<file path="src/design/bba_pkg.sv">
// ----------------------------------------------------------------------------
// bba_pkg : shared types and constants of the block bitmap allocator
// Field widths, result status codes, microcode control word layout,
// sequencer condition codes and the program addresses of the control store.
// ----------------------------------------------------------------------------
package bba_pkg;

	// disk geometry and list depth
	localparam int NUM_BLOCKS = 64;
	localparam int MAX_LIST   = 32;

	// field widths
	localparam int CMD_W      = 2;
	localparam int BLOCK_W    = 6;
	localparam int LEN_W      = 7;
	localparam int STATUS_W   = 3;
	localparam int CUR_W      = BLOCK_W + 1;
	localparam int END_W      = LEN_W + 1;
	localparam int LIST_AW    = (MAX_LIST > 1) ? $clog2(MAX_LIST) : 1;
	localparam int CNT_W      = $clog2(MAX_LIST + 1);
	localparam int IN_DATA_W  = 24;
	localparam int OUT_DATA_W = 8;
	localparam int PC_W       = 5;

	typedef logic [PC_W-1:0] pc_t;

	// request kinds
	typedef enum logic [CMD_W-1:0] {
		CMD_CONTIG = 2'd0,
		CMD_OPEN   = 2'd1,
		CMD_LIST   = 2'd2,
		CMD_LINKED = 2'd3
	} cmd_t;

	// result status
	typedef enum logic [STATUS_W-1:0] {
		ST_OK         = 3'd0,
		ST_CONFLICT   = 3'd1,
		ST_FIRST_BUSY = 3'd2,
		ST_SHORT      = 3'd3,
		ST_PENDING    = 3'd4,
		ST_RANGE      = 3'd5,
		ST_SEQ        = 3'd6
	} status_t;

	// datapath actions
	typedef enum logic [3:0] {
		A_NOP,
		A_ACCEPT,
		A_INC,
		A_LOAD_START,
		A_SET_INC,
		A_LINK_STEP,
		A_OPEN,
		A_PUSH,
		A_IDX,
		A_RD,
		A_RD_EMIT,
		A_CLOSE
	} act_t;

	// result source
	typedef enum logic [2:0] {
		E_NONE,
		E_CONST,
		E_CUR,
		E_HOLD,
		E_LINK_LAST,
		E_PIDX,
		E_MEM
	} emit_t;

	// branch conditions
	typedef enum logic [3:0] {
		C_NEVER,
		C_ALWAYS,
		C_DISPATCH,
		C_CONT_BAD,
		C_LINK_BAD,
		C_ST_OOR,
		C_CUR_BUSY,
		C_CUR_MORE,
		C_LINK_DONE,
		C_FIN,
		C_LIST_BAD,
		C_CONFLICT,
		C_RD_MORE
	} cond_t;

	// one microcode word
	typedef struct packed {
		act_t    act;
		emit_t   emit;
		status_t est;
		cond_t   cond;
		pc_t     tgt;
		cond_t   brk;
		pc_t     brk_tgt;
	} ctrl_t;

	// datapath status seen by the sequencer
	typedef struct packed {
		logic fire;
		cmd_t cmd;
		logic list_open;
		logic cont_bad;
		logic link_bad;
		logic st_oor;
		logic cur_busy;
		logic cur_more;
		logic link_done;
		logic fin;
		logic list_bad;
		logic conflict;
		logic rd_more;
		logic stall;
	} flags_t;

	// program addresses
	localparam pc_t P_IDLE    = 5'd0;
	localparam pc_t P_RANGE   = 5'd1;
	localparam pc_t P_CONF    = 5'd2;
	localparam pc_t P_FBUSY   = 5'd3;
	localparam pc_t P_SEQ     = 5'd4;
	localparam pc_t P_CT0     = 5'd5;
	localparam pc_t P_CT1     = 5'd6;
	localparam pc_t P_CT2     = 5'd7;
	localparam pc_t P_CT3     = 5'd8;
	localparam pc_t P_CT4     = 5'd9;
	localparam pc_t P_OP0     = 5'd10;
	localparam pc_t P_OP1     = 5'd11;
	localparam pc_t P_OP2     = 5'd12;
	localparam pc_t P_LK0     = 5'd13;
	localparam pc_t P_LK1     = 5'd14;
	localparam pc_t P_LK2     = 5'd15;
	localparam pc_t P_LK3     = 5'd16;
	localparam pc_t P_LK4     = 5'd17;
	localparam pc_t P_LS0     = 5'd18;
	localparam pc_t P_LS1     = 5'd19;
	localparam pc_t P_LS2     = 5'd20;
	localparam pc_t P_LS3     = 5'd21;
	localparam pc_t P_LS4     = 5'd22;
	localparam pc_t P_LS5     = 5'd23;
	localparam pc_t P_LS6     = 5'd24;
	localparam pc_t P_LS7     = 5'd25;
	localparam pc_t P_LSCONF  = 5'd26;
	localparam pc_t P_LSDROP  = 5'd27;

endpackage

</file>
<file path="src/design/bba_ucode_rom.sv">
// ----------------------------------------------------------------------------
// bba_ucode_rom : control store of the allocator sequencer
// One control word per program step: datapath action, result source,
// constant status, a normal branch and an early-exit branch.
// ----------------------------------------------------------------------------
module bba_ucode_rom (
	input  bba_pkg::pc_t   pc,
	output bba_pkg::ctrl_t word
);
	import bba_pkg::*;

	function automatic ctrl_t mk(act_t a, emit_t e, status_t s, cond_t c, pc_t t,
			cond_t b, pc_t bt);
		ctrl_t w;
		w.act     = a;
		w.emit    = e;
		w.est     = s;
		w.cond    = c;
		w.tgt     = t;
		w.brk     = b;
		w.brk_tgt = bt;
		return w;
	endfunction

	// program table
	always_comb begin
		unique case (pc)
			// wait for a request beat, then dispatch on its kind
			P_IDLE:   word = mk(A_ACCEPT, E_NONE, ST_OK, C_DISPATCH, P_IDLE, C_NEVER, P_IDLE);
			// single-beat error and refusal results
			P_RANGE:  word = mk(A_NOP, E_CONST, ST_RANGE, C_ALWAYS, P_IDLE, C_NEVER, P_IDLE);
			P_CONF:   word = mk(A_NOP, E_CONST, ST_CONFLICT, C_ALWAYS, P_IDLE, C_NEVER, P_IDLE);
			P_FBUSY:  word = mk(A_NOP, E_CONST, ST_FIRST_BUSY, C_ALWAYS, P_IDLE, C_NEVER,
				P_IDLE);
			P_SEQ:    word = mk(A_NOP, E_CONST, ST_SEQ, C_ALWAYS, P_IDLE, C_NEVER, P_IDLE);
			// contiguous: range check, busy scan, then allocate and report
			P_CT0:    word = mk(A_NOP, E_NONE, ST_OK, C_NEVER, P_IDLE, C_CONT_BAD, P_RANGE);
			P_CT1:    word = mk(A_INC, E_NONE, ST_OK, C_CUR_MORE, P_CT1, C_CUR_BUSY, P_CONF);
			P_CT2:    word = mk(A_LOAD_START, E_NONE, ST_OK, C_NEVER, P_IDLE, C_NEVER, P_IDLE);
			P_CT3:    word = mk(A_SET_INC, E_CUR, ST_OK, C_CUR_MORE, P_CT3, C_NEVER, P_IDLE);
			P_CT4:    word = mk(A_NOP, E_NONE, ST_OK, C_ALWAYS, P_IDLE, C_NEVER, P_IDLE);
			// indexed open
			P_OP0:    word = mk(A_NOP, E_NONE, ST_OK, C_NEVER, P_IDLE, C_ST_OOR, P_RANGE);
			P_OP1:    word = mk(A_NOP, E_NONE, ST_OK, C_NEVER, P_IDLE, C_CUR_BUSY, P_FBUSY);
			P_OP2:    word = mk(A_OPEN, E_CONST, ST_PENDING, C_ALWAYS, P_IDLE, C_NEVER, P_IDLE);
			// linked: take the start block, then free blocks upward
			P_LK0:    word = mk(A_NOP, E_NONE, ST_OK, C_NEVER, P_IDLE, C_LINK_BAD, P_RANGE);
			P_LK1:    word = mk(A_NOP, E_NONE, ST_OK, C_NEVER, P_IDLE, C_CUR_BUSY, P_FBUSY);
			P_LK2:    word = mk(A_LINK_STEP, E_NONE, ST_OK, C_NEVER, P_IDLE, C_NEVER, P_IDLE);
			P_LK3:    word = mk(A_LINK_STEP, E_HOLD, ST_OK, C_ALWAYS, P_LK3, C_LINK_DONE,
				P_LK4);
			P_LK4:    word = mk(A_NOP, E_LINK_LAST, ST_OK, C_ALWAYS, P_IDLE, C_NEVER, P_IDLE);
			// indexed list block
			P_LS0:    word = mk(A_NOP, E_NONE, ST_OK, C_NEVER, P_IDLE, C_LIST_BAD, P_LSDROP);
			P_LS1:    word = mk(A_PUSH, E_NONE, ST_OK, C_FIN, P_LS3, C_NEVER, P_IDLE);
			P_LS2:    word = mk(A_NOP, E_CONST, ST_PENDING, C_ALWAYS, P_IDLE, C_NEVER, P_IDLE);
			P_LS3:    word = mk(A_NOP, E_NONE, ST_OK, C_NEVER, P_IDLE, C_CONFLICT, P_LSCONF);
			P_LS4:    word = mk(A_IDX, E_PIDX, ST_OK, C_NEVER, P_IDLE, C_NEVER, P_IDLE);
			P_LS5:    word = mk(A_RD, E_NONE, ST_OK, C_NEVER, P_IDLE, C_NEVER, P_IDLE);
			P_LS6:    word = mk(A_RD_EMIT, E_MEM, ST_OK, C_RD_MORE, P_LS5, C_NEVER, P_IDLE);
			P_LS7:    word = mk(A_CLOSE, E_NONE, ST_OK, C_ALWAYS, P_IDLE, C_NEVER, P_IDLE);
			P_LSCONF: word = mk(A_CLOSE, E_CONST, ST_CONFLICT, C_ALWAYS, P_IDLE, C_NEVER,
				P_IDLE);
			P_LSDROP: word = mk(A_CLOSE, E_CONST, ST_RANGE, C_ALWAYS, P_IDLE, C_NEVER, P_IDLE);
			default:  word = mk(A_NOP, E_NONE, ST_OK, C_ALWAYS, P_IDLE, C_NEVER, P_IDLE);
		endcase
	end

endmodule

</file>
<file path="src/design/bba_seq.sv">
// ----------------------------------------------------------------------------
// bba_seq : microcode sequencer of the allocator
// Step counter over the control store with an early-exit branch, a normal
// branch, request dispatch and a hold while a due result is blocked.
// ----------------------------------------------------------------------------
module bba_seq (
	input  logic            clk,
	input  logic            arst_n,
	input  bba_pkg::flags_t flags,
	output bba_pkg::ctrl_t  word,
	output logic            go
);
	import bba_pkg::*;

	pc_t  pc_q;
	pc_t  pc_d;
	logic brk_hit;
	logic cond_hit;

	bba_ucode_rom u_rom (
		.pc   (pc_q),
		.word (word)
	);

	// condition select
	function automatic logic test(cond_t c, flags_t f);
		logic r;
		unique case (c)
			C_NEVER:     r = 1'b0;
			C_ALWAYS:    r = 1'b1;
			C_DISPATCH:  r = 1'b0;
			C_CONT_BAD:  r = f.cont_bad;
			C_LINK_BAD:  r = f.link_bad;
			C_ST_OOR:    r = f.st_oor;
			C_CUR_BUSY:  r = f.cur_busy;
			C_CUR_MORE:  r = f.cur_more;
			C_LINK_DONE: r = f.link_done;
			C_FIN:       r = f.fin;
			C_LIST_BAD:  r = f.list_bad;
			C_CONFLICT:  r = f.conflict;
			C_RD_MORE:   r = f.rd_more;
			default:     r = 1'b0;
		endcase
		return r;
	endfunction

	// entry point of each request kind
	function automatic pc_t dispatch(cmd_t cmd, logic open);
		pc_t p;
		priority if (cmd == CMD_LIST) begin
			p = open ? P_LS0 : P_SEQ;
		end else if (open) begin
			p = P_SEQ;
		end else if (cmd == CMD_CONTIG) begin
			p = P_CT0;
		end else if (cmd == CMD_OPEN) begin
			p = P_OP0;
		end else begin
			p = P_LK0;
		end
		return p;
	endfunction

	// branch evaluation
	always_comb begin
		brk_hit  = test(word.brk, flags);
		cond_hit = test(word.cond, flags);
		go       = !flags.stall && !brk_hit;
		priority if (flags.stall) begin
			pc_d = pc_q;
		end else if (brk_hit) begin
			pc_d = word.brk_tgt;
		end else if (word.cond == C_DISPATCH) begin
			pc_d = flags.fire ? dispatch(flags.cmd, flags.list_open) : pc_q;
		end else if (cond_hit) begin
			pc_d = word.tgt;
		end else begin
			pc_d = pc_q + pc_t'(1);
		end
	end

	// step counter
	always_ff @(posedge clk or negedge arst_n) begin
		if (!arst_n) begin
			pc_q <= P_IDLE;
		end else begin
			pc_q <= pc_d;
		end
	end

`ifndef NO_ASSERTIONS
	// a held result beat freezes the program
	a_stall_holds_pc: assert property (@(posedge clk) disable iff (!arst_n)
		flags.stall |=> pc_q == $past(pc_q))
		else $error("sequencer advanced during an output stall");
`endif

endmodule

</file>
<file path="src/design/bba_dp.sv">
// ----------------------------------------------------------------------------
// bba_dp : allocator datapath
// Allocation bitmap, open list state and list memory, scan cursor and
// counters, request capture and the result output register.
// ----------------------------------------------------------------------------
module bba_dp (
	input  logic                             clk,
	input  logic                             arst_n,
	// request beat
	input  logic                             s_tvalid,
	output logic                             s_tready,
	input  logic [bba_pkg::IN_DATA_W-1:0]    s_tdata,  // start_block, length, list_block
	input  logic [bba_pkg::CMD_W-1:0]        s_tuser,  // cmd
	input  logic                             s_tlast,  // list_last
	// result beat
	output logic                             m_tvalid,
	input  logic                             m_tready,
	output logic [bba_pkg::OUT_DATA_W-1:0]   m_tdata,  // block
	output logic [bba_pkg::STATUS_W-1:0]     m_tuser,  // status
	output logic                             m_tlast,  // last
	// sequencer
	input  bba_pkg::ctrl_t                   word,
	input  logic                             go,
	output bba_pkg::flags_t                  flags
);
	import bba_pkg::*;

	logic [NUM_BLOCKS-1:0] map_q;
	logic [NUM_BLOCKS-1:0] pmap_q;
	logic                  list_open_q;
	logic                  conflict_q;
	logic [CNT_W-1:0]      pcount_q;
	logic [CNT_W-1:0]      rd_ptr_q;
	logic [BLOCK_W-1:0]    pidx_q;
	logic [BLOCK_W-1:0]    st_q;
	logic [BLOCK_W-1:0]    blk_q;
	logic [BLOCK_W-1:0]    hold_q;
	logic [BLOCK_W-1:0]    rd_data_q;
	logic [LEN_W-1:0]      len_q;
	logic [LEN_W-1:0]      cnt_q;
	logic                  fin_q;
	logic [CUR_W-1:0]      cursor_q;
	logic [END_W-1:0]      end_q;
	logic [BLOCK_W-1:0]    list_mem [MAX_LIST];

	logic                  out_valid_q;
	status_t               out_status_q;
	logic [BLOCK_W-1:0]    out_block_q;
	logic                  out_last_q;

	logic [BLOCK_W-1:0]    in_start;
	logic [LEN_W-1:0]      in_len;
	logic [BLOCK_W-1:0]    in_blk;
	logic                  fire;
	logic                  cur_busy;
	logic                  cur_more;
	logic                  st_oor;
	logic                  rd_more;
	logic                  wants_emit;
	logic                  stall;
	logic                  emit_now;
	logic [BLOCK_W-1:0]    cur_blk;

	// request unpacking
	assign in_start = s_tdata[BLOCK_W-1:0];
	assign in_len   = s_tdata[BLOCK_W +: LEN_W];
	assign in_blk   = s_tdata[BLOCK_W+LEN_W +: BLOCK_W];
	assign s_tready = (word.act == A_ACCEPT);
	assign fire     = s_tvalid && s_tready;
	assign cur_blk  = cursor_q[BLOCK_W-1:0];

	// status terms
	always_comb begin
		cur_busy   = (cursor_q < CUR_W'(NUM_BLOCKS)) && map_q[cur_blk];
		cur_more   = (END_W'(cursor_q) + END_W'(1)) < end_q;
		st_oor     = {1'b0, st_q} >= CUR_W'(NUM_BLOCKS);
		rd_more    = (rd_ptr_q + CNT_W'(1)) < pcount_q;
		wants_emit = (word.emit != E_NONE) && !((word.emit == E_HOLD) && cur_busy);
		stall      = wants_emit && out_valid_q && !m_tready;
		emit_now   = go && wants_emit;

		flags.fire      = fire;
		flags.cmd       = cmd_t'(s_tuser);
		flags.list_open = list_open_q;
		flags.cont_bad  = st_oor || (len_q == '0) || (end_q > END_W'(NUM_BLOCKS));
		flags.link_bad  = st_oor || (len_q == '0);
		flags.st_oor    = st_oor;
		flags.cur_busy  = cur_busy;
		flags.cur_more  = cur_more;
		flags.link_done = (cursor_q >= CUR_W'(NUM_BLOCKS)) || (cnt_q >= len_q);
		flags.fin       = fin_q;
		flags.list_bad  = ({1'b0, blk_q} >= CUR_W'(NUM_BLOCKS)) ||
			(pcount_q >= CNT_W'(MAX_LIST));
		flags.conflict  = conflict_q;
		flags.rd_more   = rd_more;
		flags.stall     = stall;
	end

	// bitmap and open list state
	always_ff @(posedge clk or negedge arst_n) begin
		if (!arst_n) begin
			map_q       <= '0;
			pmap_q      <= '0;
			list_open_q <= 1'b0;
			conflict_q  <= 1'b0;
			pcount_q    <= '0;
		end else if (go) begin
			unique case (word.act)
				A_SET_INC: begin
					map_q[cur_blk] <= 1'b1;
				end
				A_LINK_STEP: begin
					if (!cur_busy) map_q[cur_blk] <= 1'b1;
				end
				A_OPEN: begin
					list_open_q <= 1'b1;
					conflict_q  <= 1'b0;
					pcount_q    <= '0;
					pmap_q      <= '0;
				end
				A_PUSH: begin
					conflict_q    <= conflict_q || map_q[blk_q] || (blk_q == pidx_q) ||
						pmap_q[blk_q];
					pmap_q[blk_q] <= 1'b1;
					pcount_q      <= pcount_q + CNT_W'(1);
				end
				A_IDX: begin
					map_q[pidx_q] <= 1'b1;
				end
				A_RD_EMIT: begin
					map_q[rd_data_q] <= 1'b1;
				end
				A_CLOSE: begin
					list_open_q <= 1'b0;
					conflict_q  <= 1'b0;
					pcount_q    <= '0;
					pmap_q      <= '0;
				end
				default: begin
				end
			endcase
		end
	end

	// request capture, cursor and counters
	always_ff @(posedge clk) begin
		if (go) begin
			unique case (word.act)
				A_ACCEPT: begin
					if (fire) begin
						st_q     <= in_start;
						len_q    <= in_len;
						blk_q    <= in_blk;
						fin_q    <= s_tlast;
						cursor_q <= {1'b0, in_start};
						cnt_q    <= '0;
						end_q    <= END_W'(in_start) + END_W'(in_len);
					end
				end
				A_INC, A_SET_INC: begin
					cursor_q <= cursor_q + CUR_W'(1);
				end
				A_LOAD_START: begin
					cursor_q <= {1'b0, st_q};
				end
				A_LINK_STEP: begin
					if (!cur_busy) begin
						hold_q <= cur_blk;
						cnt_q  <= cnt_q + LEN_W'(1);
					end
					cursor_q <= cursor_q + CUR_W'(1);
				end
				A_OPEN: begin
					pidx_q <= st_q;
				end
				A_IDX: begin
					rd_ptr_q <= '0;
				end
				A_RD_EMIT: begin
					rd_ptr_q <= rd_ptr_q + CNT_W'(1);
				end
				default: begin
				end
			endcase
		end
	end

	// list memory, one write or one registered read a cycle, both gated by go
	always_ff @(posedge clk) begin
		if (go && (word.act == A_PUSH)) begin
			list_mem[pcount_q[LIST_AW-1:0]] <= blk_q;
		end
		if (go && (word.act == A_RD)) begin
			rd_data_q <= list_mem[rd_ptr_q[LIST_AW-1:0]];
		end
	end

	// result register valid
	always_ff @(posedge clk or negedge arst_n) begin
		if (!arst_n) begin
			out_valid_q <= 1'b0;
		end else if (emit_now) begin
			out_valid_q <= 1'b1;
		end else if (m_tready) begin
			out_valid_q <= 1'b0;
		end
	end

	// result register payload
	always_ff @(posedge clk) begin
		if (emit_now) begin
			unique case (word.emit)
				E_CUR: begin
					out_status_q <= ST_OK;
					out_block_q  <= cur_blk;
					out_last_q   <= !cur_more;
				end
				E_HOLD: begin
					out_status_q <= ST_OK;
					out_block_q  <= hold_q;
					out_last_q   <= 1'b0;
				end
				E_LINK_LAST: begin
					out_status_q <= (cnt_q < len_q) ? ST_SHORT : ST_OK;
					out_block_q  <= hold_q;
					out_last_q   <= 1'b1;
				end
				E_PIDX: begin
					out_status_q <= ST_OK;
					out_block_q  <= pidx_q;
					out_last_q   <= 1'b0;
				end
				E_MEM: begin
					out_status_q <= ST_OK;
					out_block_q  <= rd_data_q;
					out_last_q   <= !rd_more;
				end
				default: begin
					out_status_q <= word.est;
					out_block_q  <= '0;
					out_last_q   <= 1'b1;
				end
			endcase
		end
	end

	assign m_tvalid = out_valid_q;
	assign m_tuser  = out_status_q;
	assign m_tdata  = {{(OUT_DATA_W-BLOCK_W){1'b0}}, out_block_q};
	assign m_tlast  = out_last_q;

`ifndef NO_ASSERTIONS
	a_count_bound: assert property (@(posedge clk) disable iff (!arst_n)
		pcount_q <= CNT_W'(MAX_LIST))
		else $error("list fill count beyond list depth");

	a_closed_empty: assert property (@(posedge clk) disable iff (!arst_n)
		!list_open_q |-> (pcount_q == '0) && !conflict_q && (pmap_q == '0))
		else $error("closed list still holds entries");

	a_rd_bound: assert property (@(posedge clk) disable iff (!arst_n)
		(go && (word.act == A_RD)) |-> (rd_ptr_q < pcount_q))
		else $error("list read beyond fill count");

	a_contig_free: assert property (@(posedge clk) disable iff (!arst_n)
		(emit_now && (word.emit == E_CUR)) |-> !map_q[cur_blk])
		else $error("contiguous block reported while already busy");
`endif

endmodule

</file>
<file path="src/design/block_bitmap_allocator_unit.sv">
// ----------------------------------------------------------------------------
// block_bitmap_allocator_unit : disk block allocator with bitmap
// Contiguous, indexed and linked allocation over a free-block bitmap,
// run by a microcoded sequencer over a plain datapath.
//
//   channel  dir  tdata                              tuser    tlast
//   s_*      in   start_block, length, list_block    cmd      list_last
//   m_*      out  block                              status   last
//
// One request beat is taken per program pass. Contiguous runs a busy
// scan then an allocate pass, one block a cycle each when the sequencer
// is not held; linked takes one cursor step a cycle when not held; the
// final list block alternates a list memory read and a result for each
// list entry.
// Reset clears the bitmap and list state at once; no clearing pass.
// A full result register with m_tready low holds any step that gives a result.
// ----------------------------------------------------------------------------
module block_bitmap_allocator_unit (
	input  logic                             clk,
	input  logic                             arst_n,
	input  logic                             s_tvalid,
	output logic                             s_tready,
	input  logic [bba_pkg::IN_DATA_W-1:0]    s_tdata,  // start_block, length, list_block
	input  logic [bba_pkg::CMD_W-1:0]        s_tuser,  // cmd
	input  logic                             s_tlast,  // list_last
	output logic                             m_tvalid,
	input  logic                             m_tready,
	output logic [bba_pkg::OUT_DATA_W-1:0]   m_tdata,  // block
	output logic [bba_pkg::STATUS_W-1:0]     m_tuser,  // status
	output logic                             m_tlast   // last
);
	import bba_pkg::*;

	ctrl_t  word;
	flags_t flags;
	logic   go;

	// program sequencer
	bba_seq u_seq (
		.clk    (clk),
		.arst_n (arst_n),
		.flags  (flags),
		.word   (word),
		.go     (go)
	);

	// datapath and result register
	bba_dp u_dp (
		.clk      (clk),
		.arst_n   (arst_n),
		.s_tvalid (s_tvalid),
		.s_tready (s_tready),
		.s_tdata  (s_tdata),
		.s_tuser  (s_tuser),
		.s_tlast  (s_tlast),
		.m_tvalid (m_tvalid),
		.m_tready (m_tready),
		.m_tdata  (m_tdata),
		.m_tuser  (m_tuser),
		.m_tlast  (m_tlast),
		.word     (word),
		.go       (go),
		.flags    (flags)
	);

endmodule
</file>
<file path="config.mk">
export PLATFORM = sky130hd
export DESIGN_NAME = block_bitmap_allocator_unit
export DESIGN_NICKNAME = d
export VERILOG_FILES = /design/src/design/bba_pkg.sv /design/src/design/bba_ucode_rom.sv /design/src/design/bba_seq.sv /design/src/design/bba_dp.sv /design/src/design/block_bitmap_allocator_unit.sv
export SDC_FILE = /design/constraint.sdc
export NUM_CORES = 1
export LEC_CHECK = 0
export ABC_AREA = 1
export BUFFER_PORTS_ARGS = -buffer_cell sky130_fd_sc_hd__buf_2
export CORE_UTILIZATION = 32
export CTS_BUF_LIST = sky130_fd_sc_hd__clkbuf_2 sky130_fd_sc_hd__clkbuf_4 sky130_fd_sc_hd__clkbuf_8
export DETAILED_ROUTE_END_ITERATION = 6
export GPL_ROUTABILITY_DRIVEN = 0
export REMOVE_ABC_BUFFERS = 1
export SLEW_MARGIN = 20
export SYNTH_ARGS = -nofsm -noshare
export SYNTH_HDL_FRONTEND = slang
export SYNTH_HIERARCHICAL = 1
export SYNTH_SLANG_ARGS = --single-unit
</file>
<file path="constraint.sdc">
create_clock -name clk -period 6.4 [get_ports clk]
set_clock_uncertainty 0.1 [all_clocks]
set_input_delay 1.6 -clock clk [delete_from_list [all_inputs] [get_ports clk]]
set_output_delay 1.6 -clock clk [all_outputs]
set_load 0.02 [all_outputs]
</file>
==> results.json <==
{
  "startpoint_type": "flop",
  "slew_headroom_pct": 29.06,
  "grt_antenna_before_repair": 1,
  "p_seq_share_pct": 36.3,
  "finalWirelength_um": 64930,
  "cts_tree": "yes",
  "vias_per_cell": 5.202,
  "core_mm2": 0.06751,
  "synth_seq_area_share_pct": 52.79,
  "crit_path_end_kind": "flop",
  "clk_pin_slew_ns": 0.06,
  "area.growth.synth_to_final_pct": 10.34,
  "cts_sinks": 410,
  "dpl_cell_area_mm2": 0.02284,
  "cts_root_buf": "clkbuf_8",
  "core.rowCount": 95,
  "finalCritPeriodShare_pct": 82.20,
  "rsz0062_at_grt": "false",
  "crit_slowest_cell": "edfxtp_1",
  "synth_seq_cells": 410,
  "crit_fanout": 16,
  "drcViolationCount": 0,
  "ys_top_cells_by_area": "edfxtp_1, dfrtp_1, nor2_1, nand2_1, inv_1",
  "num_vias": 17760,
  "yosys.area.top_type_share_pct": 36.62,
  "pin_count": 45,
  "drtPass1Iterations": 7,
  "cts_buffers": 73,
  "stdcell_count": 3414,
  "cts_max_path_buffers": 3,
  "postCtsSetupRepairBufs": 0,
  "antenna_left": 0,
  "avgSynthCellArea_um2": 8.948,
  "numPortBuffers": 37,
  "cts_max_level": 3,
  "p_int_uw": 5795,
  "fp.dieW_um": 264.1,
  "p_leak_uw": 0.01002,
  "crit_arrival_ns": 5.43,
  "synth_warnings": 6,
  "syn-cell-area_mm2": 0.02198,
  "hold_viol": 0,
  "pwr-share-clk_pct": 23.5,
  "place_inst": 3286,
  "switching_share_pct": 43.55,
  "wire_per_inst_um": 19.02,
  "synth_top_cell_by_area": "edfxtp_1",
  "pwr-share-comb_pct": 40.2,
  "fin_nets": 2562,
  "min_period_ns": 5.261,
  "grt_pass1_vias": 16610,
  "required_ns": 6.57,
  "crit_path_max_incr_delay_ns": 0.68,
  "dieArea_mm2": 0.06973,
  "grt_pass1_wl_um": 99540,
  "outcome": "completed",
  "slew_violations": 0,
  "grt_overflow": 0,
  "synthCells": 2456,
  "hold_path_class": "reg2reg",
  "drtIter0Drc": 1988,
  "die_y_um": 264.1,
  "track_usage_pct": 18.48,
  "critical_path_class": "reg2reg",
  "fill_cells": 6838,
  "drive_gt1_share_pct": 11.30,
  "maxCapViolations": 0,
  "start_util_pct": 32.55,
  "grt_max_degree": 97,
  "p_switching_uw": 4471,
  "crit_top_cell": "nand2_1",
  "stdcell_area_mm2": 0.02425,
  "ir_drop_uv": 371.6,
  "synth_cell_types": 56,
  "tightest_slew_ns": 1.056,
  "cp_cell_sequence": "ha_1 -> nand2_1 -> inv_1 -> nand2_1 -> xor2_1 -> inv_1 -> ha_1 -> nand2_1 -> or3_1 -> inv_1 -> nor2_1 -> nand3_1 -> nand2_1 -> a21oi_4 -> nand3_4 -> nor2_1 -> nand3_1 -> inv_1 -> buf_4 -> nand2_1 -> nor2_1",
  "fmax_mhz": 190.1,
  "holdBufCountCts": 0,
  "setup_viol": 0,
  "ctsResizeCount": 0,
  "dp_hpwl_um": 44000,
  "insertion_delay_ns": 0.67,
  "power.density_mw_per_mm2": 423.4
}
-- per-layer routing --
layer  track usage (%)  part of all wire (%)  vias up
li1                  -                     -     8396
met1             25.33                    44     8419
met2             28.63                    45      796
met3             3.831                   8.4      149
met4             6.961                   3.3        0
met5                 0                     0        -
-- cell type report --
type	count	area (µm²)	share of cell area, %
antenna	1	2.502	0.01032
sequential	410	11600	47.84
tap	873	1092	4.504
clock buffer	97	1216	5.015
clock inverter	30	193.9	0.7998
inverter	334	1256	5.180
timing repair buffer	59	369.1	1.522
multi-input combinational	1610	8518	35.13
-- synth_stat cells, drive strengths merged --
cell type	n
nand2	356
o2111ai	6
nor3b	1
edfxtp	268
o32ai	3
clkinv	4
xor2	13
o21a	6
inv	330
o21bai	28
or3	1
fa	1
conb	2
a21oi	81
o22ai	77
o21ai	269
a2111oi	1
a21boi	1
nand3	120
xnor2	2
ha	42
o221ai	1
dfrtp	142
and2	1
a21o	2
nand4	26
nor4	7
a221oi	45
a31oi	1
nor2	447
clkbuf	49
nor3	40
o211ai	26
nand3b	2
buf	55
-- kinds of logic after synthesis --
| group | Yosys count | synth area share [%] |
|---|---|---|
| AO/OA/AOI/OAI | 547 | 16.35 |
| AND/OR/NAND/NOR | 1001 | 19.24 |
| buffers and inverters | 438 | 8.506 |
| flip-flops | 410 | 52.79 |
| other | 2 | 0.03417 |
| adder cells (fa/ha/maj) | 43 | 2.482 |
| XOR/XNOR | 15 | 0.5978 |
-- cells in the final DEF (no fill, tap or decap), types with 26 or more instances in the layout --
cell type and instances:
o21ai_2 35, nand3_1 114, clkbuf_8 78, edfxtp_1 268, a21oi_1 79, o21ai_0 213, ha_1 42, a221oi_1 45
buf_2 36, nor3_1 39, nand2_1 346, inv_1 315, nor2_1 425, o211ai_1 26, o22ai_1 77, dfrtp_1 142
-- flip-flops by register name, indices dropped and copies added, names as in the netlist, 7 cells and up --
name	flops
u_dp/list_mem	192
u_dp/pmap_q	64
u_dp/end_q	8
u_dp/cnt_q	7
u_dp/cursor_q	7
u_dp/len_q	7
u_dp/map_q	64
-- power groups by stage --
stage               Clock [µW]  Sequential (µW)  Combinational [µW]
finish                    2420             3730                4120
global route              2590             3770                4550
CTS                       2480             3720                4080
detailed placement           0             3770                4060
global placement             0             3760                4060
floorplan                    0             3800                2640
-- critical path, delay by kind of cell, from the launching register on --
family                   cells  cell delay [ns]
AO/OA/AOI/OAI                1             0.17
XOR/XNOR                     1             0.20
adder cells (fa/ha/maj)      2             0.53
buffers and inverters        5             0.58
flip-flops                   1             0.68
AND/OR/NAND/NOR             12             2.60
-- per-stage QoR --
stage | TNS (ns) | hold WS [ns] | total power (µW) | util [%] | worst slack, ns
after floorplan | -163.52 | 0.3268 | 6449 | - | -1.001
after global placement | 0 | 0.3299 | 7825 | 33.83 | 1.201
after detailed placement | 0 | 0.3465 | 7828 | 33.83 | 1.187
after CTS | 0 | 0.3383 | 10290 | 35.91 | 1.120
after global routing | 0 | 0.3491 | 10910 | 35.92 | 0.7593
final | 0 | 0.3491 | 10270 | 35.92 | 1.139
-- final timing paths --
path                       depth (start not counted)                  end  slack (ns)        startpoint
min                                                0       u_dp/pidx_q[0]        0.35      u_dp/st_q[0]
max reg2reg                                       21  u_dp/list_mem[8][3]        1.14  u_dp/rd_ptr_q[0]
min in group asynchronous                          1       u_dp/pmap_q[6]        0.91            arst_n
min reg2reg                                        0       u_dp/pidx_q[0]        0.35      u_dp/st_q[0]
max                                               21  u_dp/list_mem[8][3]        1.14  u_dp/rd_ptr_q[0]
max in group asynchronous                          2       u_dp/map_q[14]        3.99            arst_n
Power figures use the tool's default switching activity.
